<file path="src/abq_pkg.sv">
// Shared widths, register indexes and reset values for the analog button qualifier.
package abq_pkg;

   localparam int SAMPLE_WIDTH    = 10;
   localparam int TIME_WIDTH      = 32;
   localparam int DURATION_WIDTH  = 16;
   localparam int CSR_INDEX_WIDTH = 2;
   localparam int CSR_DATA_WIDTH  = 16;

   // Configuration register indexes
   typedef enum logic [CSR_INDEX_WIDTH-1:0] {
      CSR_PRESS_THRESHOLD   = 2'd0,
      CSR_RELEASE_THRESHOLD = 2'd1,
      CSR_LOCKOUT_MS        = 2'd2,
      CSR_LONG_PRESS_MS     = 2'd3
   } csr_index_type;

   // Register values after reset
   localparam logic [SAMPLE_WIDTH-1:0]   PRESS_THRESHOLD_RESET   = 10'd300;
   localparam logic [SAMPLE_WIDTH-1:0]   RELEASE_THRESHOLD_RESET = 10'd400;
   localparam logic [DURATION_WIDTH-1:0] LOCKOUT_MS_RESET        = 16'd30;
   localparam logic [DURATION_WIDTH-1:0] LONG_PRESS_MS_RESET     = 16'd1000;

endpackage

</file>
<file path="src/analog_button_qualifier_core.sv">
// Analog button qualifier: hysteresis, debounce lockout and long-press detection.
//
// One item a cycle while rsp is not stalled: each req item (a 10-bit sample and
// a 32-bit millisecond time) yields exactly one rsp item. An item is captured in
// an input register; once the result register is empty or being taken, one pass
// of compare and add/subtract logic updates the button state and loads the
// result register, so back-to-back items run at full rate. The rate is set by
// the state update loop (raw level, debounced state, lockout
// end, press start). The result register holds a finished item while the next
// one is taken in; req_ready drops only when both registers are full and rsp is
// stalled. Time comparisons wrap at 32 bits; the lockout test is a plain
// unsigned compare of now_ms against the stored lockout end. Configuration
// writes take effect at once and are meant to be made while the block is idle.
module analog_button_qualifier_core
   import abq_pkg::*;
(
   input  logic                       clock,
   input  logic                       reset,

   input  logic                       req_valid,
   output logic                       req_ready,
   input  logic [SAMPLE_WIDTH-1:0]    req_sample,
   input  logic [TIME_WIDTH-1:0]      req_now_ms,

   output logic                       rsp_valid,
   input  logic                       rsp_ready,
   output logic                       rsp_pressed,
   output logic                       rsp_press_pulse,
   output logic                       rsp_release_pulse,
   output logic                       rsp_long_pulse,

   input  logic                       csr_write_en,
   input  logic [CSR_INDEX_WIDTH-1:0] csr_index,
   input  logic [CSR_DATA_WIDTH-1:0]  csr_wdata
);

   // Configuration registers
   logic [SAMPLE_WIDTH-1:0]   press_threshold_ff;
   logic [SAMPLE_WIDTH-1:0]   release_threshold_ff;
   logic [DURATION_WIDTH-1:0] lockout_ms_ff;
   logic [DURATION_WIDTH-1:0] long_press_ms_ff;

   // Input stage
   logic                      in_valid_ff;
   logic [SAMPLE_WIDTH-1:0]   in_sample_ff;
   logic [TIME_WIDTH-1:0]     in_now_ff;

   // Button state
   logic                      raw_last_ff,      raw_last_in;
   logic                      pressed_state_ff, pressed_state_in;
   logic [TIME_WIDTH-1:0]     lockout_end_ff,   lockout_end_in;
   logic [TIME_WIDTH-1:0]     press_start_ff,   press_start_in;
   logic                      long_done_ff,     long_done_in;

   // Result stage
   logic                      out_valid_ff;
   logic                      out_pressed_ff;
   logic                      out_press_pulse_ff,   press_pulse_in;
   logic                      out_release_pulse_ff, release_pulse_in;
   logic                      out_long_pulse_ff,    long_pulse_in;

   logic                      out_load;
   logic                      in_load;
   logic                      raw;
   logic                      locked;
   logic [TIME_WIDTH-1:0]     lock_sum;
   logic [TIME_WIDTH-1:0]     held_time;

   // Handshake: result register frees when empty or taken, input stage follows
   assign out_load  = in_valid_ff && (!out_valid_ff || rsp_ready);
   assign req_ready = !in_valid_ff || out_load;
   assign in_load   = req_valid && req_ready;

   // Configuration writes
   always_ff @(posedge clock) begin
      if (reset) begin
         press_threshold_ff   <= PRESS_THRESHOLD_RESET;
         release_threshold_ff <= RELEASE_THRESHOLD_RESET;
         lockout_ms_ff        <= LOCKOUT_MS_RESET;
         long_press_ms_ff     <= LONG_PRESS_MS_RESET;
      end else if (csr_write_en) begin
         unique case (csr_index)
            CSR_PRESS_THRESHOLD:   press_threshold_ff   <= csr_wdata[SAMPLE_WIDTH-1:0];
            CSR_RELEASE_THRESHOLD: release_threshold_ff <= csr_wdata[SAMPLE_WIDTH-1:0];
            CSR_LOCKOUT_MS:        lockout_ms_ff        <= csr_wdata[DURATION_WIDTH-1:0];
            CSR_LONG_PRESS_MS:     long_press_ms_ff     <= csr_wdata[DURATION_WIDTH-1:0];
         endcase
      end
   end

   // Input register
   always_ff @(posedge clock) begin
      if (reset) begin
         in_valid_ff <= 1'b0;
      end else if (req_ready) begin
         in_valid_ff <= req_valid;
      end
   end

   always_ff @(posedge clock) begin
      if (in_load) begin
         in_sample_ff <= req_sample;
         in_now_ff    <= req_now_ms;
      end
   end

   // Hysteresis, lockout and edge/long-press decisions for the item in the input stage
   always_comb begin
      raw = raw_last_ff ? (in_sample_ff < release_threshold_ff)
                        : (in_sample_ff < press_threshold_ff);
      locked   = in_now_ff < lockout_end_ff;
      lock_sum = in_now_ff + {{(TIME_WIDTH-DURATION_WIDTH){1'b0}}, lockout_ms_ff};

      raw_last_in      = raw;
      pressed_state_in = pressed_state_ff;
      lockout_end_in   = lockout_end_ff;
      press_start_in   = press_start_ff;
      long_done_in     = long_done_ff;
      press_pulse_in   = 1'b0;
      release_pulse_in = 1'b0;
      long_pulse_in    = 1'b0;

      if (!locked) begin
         if (raw && !pressed_state_ff) begin
            pressed_state_in = 1'b1;
            press_pulse_in   = 1'b1;
            press_start_in   = in_now_ff;
            long_done_in     = 1'b0;
            lockout_end_in   = lock_sum;
         end else if (!raw && pressed_state_ff) begin
            pressed_state_in = 1'b0;
            release_pulse_in = 1'b1;
            lockout_end_in   = lock_sum;
         end
      end

      // held time is zero on the tick of the press itself
      held_time = in_now_ff - press_start_in;
      if (!locked && pressed_state_in && !long_done_in &&
          held_time >= {{(TIME_WIDTH-DURATION_WIDTH){1'b0}}, long_press_ms_ff}) begin
         long_pulse_in = 1'b1;
         long_done_in  = 1'b1;
      end
   end

   // State update, one item per load
   always_ff @(posedge clock) begin
      if (reset) begin
         raw_last_ff      <= 1'b0;
         pressed_state_ff <= 1'b0;
         lockout_end_ff   <= '0;
         press_start_ff   <= '0;
         long_done_ff     <= 1'b0;
      end else if (out_load) begin
         raw_last_ff      <= raw_last_in;
         pressed_state_ff <= pressed_state_in;
         lockout_end_ff   <= lockout_end_in;
         press_start_ff   <= press_start_in;
         long_done_ff     <= long_done_in;
      end
   end

   // Result register
   always_ff @(posedge clock) begin
      if (reset) begin
         out_valid_ff <= 1'b0;
      end else if (out_load) begin
         out_valid_ff <= 1'b1;
      end else if (rsp_ready) begin
         out_valid_ff <= 1'b0;
      end
   end

   always_ff @(posedge clock) begin
      if (out_load) begin
         out_pressed_ff       <= pressed_state_in;
         out_press_pulse_ff   <= press_pulse_in;
         out_release_pulse_ff <= release_pulse_in;
         out_long_pulse_ff    <= long_pulse_in;
      end
   end

   assign rsp_valid         = out_valid_ff;
   assign rsp_pressed       = out_pressed_ff;
   assign rsp_press_pulse   = out_press_pulse_ff;
   assign rsp_release_pulse = out_release_pulse_ff;
   assign rsp_long_pulse    = out_long_pulse_ff;

endmodule

</file>
<file path="config.mk">
export PLATFORM = sky130hd
export DESIGN_NAME = analog_button_qualifier_core
export DESIGN_NICKNAME = d
export VERILOG_FILES = /design/src/abq_pkg.sv /design/src/analog_button_qualifier_core.sv
export SDC_FILE = /design/constraint.sdc
export NUM_CORES = 1
export LEC_CHECK = 0
export BUFFER_PORTS_ARGS = -buffer_cell sky130_fd_sc_hd__clkbuf_2
export CORE_ASPECT_RATIO = 2
export CORE_MARGIN = 8
export CORE_UTILIZATION = 45
export CTS_BUF_LIST = sky130_fd_sc_hd__clkbuf_4 sky130_fd_sc_hd__clkbuf_8
export CTS_CLUSTER_SIZE = 30
export DETAILED_ROUTE_END_ITERATION = 10
export HOLD_SLACK_MARGIN = 0.08
export SYNTH_ARGS = -nofsm -noshare
export SYNTH_HDL_FRONTEND = slang
export SYNTH_SLANG_ARGS = --single-unit
</file>
<file path="constraint.sdc">
create_clock -name clock -period 9.5 [get_ports clock]
set_input_delay 1.9 -clock clock [delete_from_list [all_inputs] [get_ports clock]]
set_output_delay 1.9 -clock clock [all_outputs]
set_load 0.02 [all_outputs]
</file>
# Word-level counts from Yosys, hierarchy flattened
# Index checks and enable logic that the tools add are counted.
# word_totals
regBits,167
output_inout_bits,6
# classes
eq_ne,3
n_addsub,2
reduce_logical,24
order_cmp,4
n_mux,16
bitwise_logic,1
# op_table
operator,n
$mux 32,4
$add 32x16->32,1
$ge 32x16->1,1
$lt 32x32->1,1
$sub 32x32->32,1
$lt 10x10->1,2
$mux 1,12
$reduce_and 2->1,4
$logic_and 1x1->1,7
$logic_not 1->1,6
$eq 2x2->1 const B,2
$reduce_bool 2->1,2
$reduce_and 3->1,1
$eq 2x1->1 const B,1
$logic_not 2->1,1
$logic_or 1x1->1,2
$reduce_or 2->1,1
$not 1->1,1

# Depth between registers and ports, before layout
# logic_depth
ltp_word,11
mapped_depth,41
ltp_nobuf,40

# Least setup slack after synthesis
# Ideal clock, no wire load.
# synth_path
path_type,reg-to-reg
start,register in_sample_ff[1]
end,"register out_long_pulse_ff, in the netlist rsp_long_pulse (data pin)"
path_stages_with_launch,40
synth_period_minus_slack_ns,7.957
setup_time_ns,0.254
setup_slack_ns,1.543
arrival_ns,7.704
path_buffers,1
path_cell_list,edfxtp_1 -> ha_1 -> a21o_1 -> a21o_1 -> a21o_1 -> a21o_1 -> a21o_1 -> a21o_1 -> a21o_1 -> a2111oi_0 -> or4_1 -> ha_1 -> inv_1 -> a31oi_4 -> o31ai_4 -> inv_2 -> buf_1 -> mux2i_1 -> [... 4 more ...] -> a21o_1 -> a31o_2 -> a32o_2 -> o31ai_4 -> nand2_2 -> xor2_1 -> ha_1 -> a21oi_1 -> nor2b_1 -> a2111oi_0 -> o211ai_1 -> nor4_1 -> o211ai_1 -> a2111oi_0 -> o221ai_1 -> a2111oi_0 -> and4_1 -> nor2_1
# synth_between
elab_chain_len,11
elab_cells_between_ends,20
classes_between,add/sub: 1; order compare: 3; mux: 9; reduce/logical: 7
# synth_lines
element,line,text
from (decl),analog_button_qualifier_core.sv:45,logic [SAMPLE_WIDTH-1:0] in_sample_ff;
from (signal assigned),analog_button_qualifier_core.sv:102,in_sample_ff <= req_sample;
"$lt 10x10->1, on equally long branches","analog_button_qualifier_core.sv:110, analog_button_qualifier_core.sv:109",
$mux 1 *,analog_button_qualifier_core.sv:109,raw = raw_last_ff ? (in_sample_ff < release_threshold_ff)
net raw,analog_button_qualifier_core.sv:64,logic raw;
branches (longest 7 deep; another with $sub 32x32->32),-,
$logic_and 1x1->1 *,analog_button_qualifier_core.sv:139,if (!locked && pressed_state_in && !long_done_in &&
$mux 1 *,analog_button_qualifier_core.sv:139,
net long_pulse_in,analog_button_qualifier_core.sv:60,"logic out_long_pulse_ff, long_pulse_in;"
to (signal assigned),analog_button_qualifier_core.sv:179,out_long_pulse_ff <= long_pulse_in;
to (decl),analog_button_qualifier_core.sv:60,
# Mark *: on every way through the listed nets, which the timed path passes.
# A chain may end at the register's enable or synchronous reset.

# Worst setup path after layout
# Same ends and word-level chain as after synthesis.

==> results.sh <==
export IMPL_synthTopCellsByArea="dfxtp_1 (23%), ha_1 (13%), edfxtp_1 (13%)"
export IMPL_layout_drive_gt1_share_pct=10.45
export IMPL_multi_input_area_um2=6339
export IMPL_hold_start="lockout_end_ff[11]"
export IMPL_ant_nets=0
export IMPL_slew_headroom_pct=19.92
export IMPL_synth_fp_nets=1417
export IMPL_cp_top_family="compound AO/OA/AOI/OAI gates"
export IMPL_crit_path_end_kind="register"
export IMPL_syn_to_final_growth_pct=9.951
export IMPL_criticalPathCategory="reg2reg"
export IMPL_critPathMaxFanout=6
export IMPL_hold_path_class="reg2reg"
export IMPL_ioPinCount=71
export IMPL_register_area_um2=3804
export IMPL_fp_dieH_um=233.3
export IMPL_synth_seq_cells=167
export IMPL_dp_cells=1552
export IMPL_timing_final_crit_share_pct=90.49
export IMPL_finalSetupViolations=0
export IMPL_start_kind="register"
export IMPL_drc=0
export IMPL_synth_avg_cell_area_um2=8.576
export IMPL_gp_congestion=0.8961
export IMPL_period_minus_slack_ns=8.597
export IMPL_antenna_found_initial=0
export IMPL_hold_path_depth=2
export IMPL_reg2reg_to="rsp_long_pulse"
export IMPL_worstPathBufferInverterCount=2
export IMPL_hpwl_um=23920
export IMPL_slew_violations=0
export IMPL_clk_path_buf_depth=2
export IMPL_core_region_area_um2=23230
export IMPL_cts_sinks=167
export IMPL_cts_tree="built"
export IMPL_die_area_um2=29080
export IMPL_whs_ns=0.4532
export IMPL_synth_top_area_share_pct=22.80
export IMPL_io_buffers=70
export IMPL_synth_warnings=0
export IMPL_die_w_um=124.7
export IMPL_r2r_cells=38
export IMPL_grt_pass1_vias=9264
export IMPL_cp_arrival_ns=8.86
export IMPL_final_cells=1584
export IMPL_fp_row_count=79
export IMPL_synth_edf_count=46
export IMPL_vias=8976
export IMPL_tns_ns=0
export IMPL_grt_overflow=0
export IMPL_num_antenna_cells=0
export IMPL_fill_cells=2298
export IMPL_nNetsFinal=1466
export IMPL_worstSkewPairLatency_ns=0.50
export IMPL_yosys_area_top_type="dfxtp_1"
export IMPL_syn_inst=1239
export IMPL_yosysUniqueCellTypes=73
export IMPL_start_util_pct=45.74
export IMPL_rsz0062_at_grt="no"
export IMPL_path_clk_slew_ns=0.09
export IMPL_required_ns=9.77
export IMPL_synth_flop_cell="dfxtp_1"
export IMPL_power_density_nw_per_um2=172.7
export IMPL_fmax_ghz=0.1163
export IMPL_slowest_delay_ns=0.41
export IMPL_ir_drop_mv=0.1584
export IMPL_grt_usage_pct=21.33
export IMPL_first_pass_iters=5
export IMPL_r2r_start="in_sample_ff[1]"
export IMPL_seq_area_frac_synth_pct=35.80
export IMPL_vias_per_cell=5.667
export IMPL_syn_area_um2=10630
export IMPL_hold_end="lockout_end_ff[11]"
export IMPL_numCtsBuffers=17
export IMPL_grt_max_degree=73
export IMPL_design_power_total_w=0.002018
export IMPL_hold_viol_final=0
export IMPL_path_common_cell="a21o_1"
export IMPL_root_buffer="clkbuf_8"
export IMPL_async_flop_share_pct=0
export IMPL_cellLeakagePower_nw=4.793
export IMPL_wl_per_cell_um=19.29
export IMPL_timing_max_cap_violations=0
export IMPL_grt_pass1_wl_um=48330
export IMPL_cts_max_level=4
export IMPL_status="completed"
export IMPL_worst_pin_slew_ns=1.196
export IMPL_first_iter_violations=377
export IMPL_routed_wl_um=30560
export IMPL_cp_slowest_cell="edfxtp_1"
export IMPL_rrSetupSlack_ns=0.90
export IMPL_skew_ns=0.01133
==> cell type report <==
type | count | share of cell area (%)
Tap cell | 283 | 3.031
Timing Repair Buffer | 77 | 3.470
Inverter | 89 | 2.860
Clock inverter | 10 | 1.446
Sequential cell | 167 | 32.56
Multi-Input combinational cell | 936 | 54.26
Clock buffer | 22 | 2.378
==> Yosys cell counts, drive strengths merged (6+ instances only) <==
cell     count
nor2b       21
nor3b        9
edfxtp      46
nand3       22
a2111oi      8
a21oi      106
nor3        20
o31ai        8
ha         111
o211ai       6
nand2b      14
nor2       127
or3         10
clkbuf      44
inv         89
mux2i       37
dfxtp      121
nand2      157
o21ai       40
xor2        14
nand4        7
a211oi      47
and3        13
a211o       11
xnor2       26
nand3b      10
a21o        39
==> worst max-delay path by stage <==
| stage | depth (start not counted) | to | slack, ns | from |
|---|---|---|---|---|
| after floorplan | 39 | rsp_long_pulse | 1.54 | in_sample_ff[1] |
| after CTS | 38 | rsp_long_pulse | 0.65 | in_sample_ff[1] |
| after global placement | 38 | rsp_long_pulse | 1.06 | in_sample_ff[1] |
| after detailed placement | 38 | rsp_long_pulse | 0.71 | in_sample_ff[1] |
| final | 38 | rsp_long_pulse | 0.90 | in_sample_ff[1] |
| after global routing | 38 | rsp_long_pulse | 0.07 | in_sample_ff[1] |
==> where the power goes <==
group	internal (W)	switching, W	leakage, nW
Combinational	0.000245	0.000384	3.13
Sequential	0.000774	0.0000326	1.44
Clock	0.000307	0.000274	0.223
Total	0.00133	0.000691	4.79
==> state kept, by name, summed over array words and instances, names as in the netlist, 10 cells and up <==
signal / count
long_press_ms_ff: 16
release_threshold_ff: 10
press_threshold_ff: 10
in_now_ff: 32
lockout_ms_ff: 16
lockout_end_ff: 32
in_sample_ff: 10
press_start_ff: 32
==> stage by stage <==
stage / setup slack, ns / util [%] / instance area, um^2
6_report: 0.9033 / 50.29 / 11680
4_1_cts: 0.6537 / 50.27 / 11680
3_5_place_dp: 0.7074 / 48.34 / 11230
2_1_floorplan: 1.543 / - / 10630
5_1_grt: 0.07180 / 50.29 / 11680
3_3_place_gp: 1.057 / 48.34 / 11230
==> layer usage <==
metal  vias up  track usage [%]  wire length, um
li1       4508                -                -
met3        83            3.950              811
met1      4196            18.81            10690
met4         0            13.67             1751
met2       189            42.73            17300
met5         -                0                0
==> logic make-up after synthesis <==
logic type | synth area share, %
simple gates | 18.96
flops | 35.80
compound gates | 20.07
fa+ha+maj | 13.45
buf+inv | 4.805
mux | 3.627
xor+xnor | 3.297
==> timing repair <==
action | in CTS | in global routing
buffers inserted | 0 | 0
gates resized for setup | 0 | 2
hold buffers | 0 | 0
endpoints found under the setup margin | 0 | 2
==> worst min-delay path: cells and delay by family (launching register included) <==
family / cells / cell delay, ns
flops: 1 / 0.32
simple gates: 1 / 0.05
compound gates: 1 / 0.05
==> cell usage in the layout (no fill, tap or decap), types with 36 or more instances in the layout <==
cell      count
a21o_1       39
ha_1        111
nor2_1      126
o21ai_0      36
inv_1        88
clkbuf_2     69
dfxtp_1     121
mux2i_1      36
a21oi_1     106
nand2_1     155
edfxtp_1     46
a211oi_1     47
(Power assumes the default switching activity.)
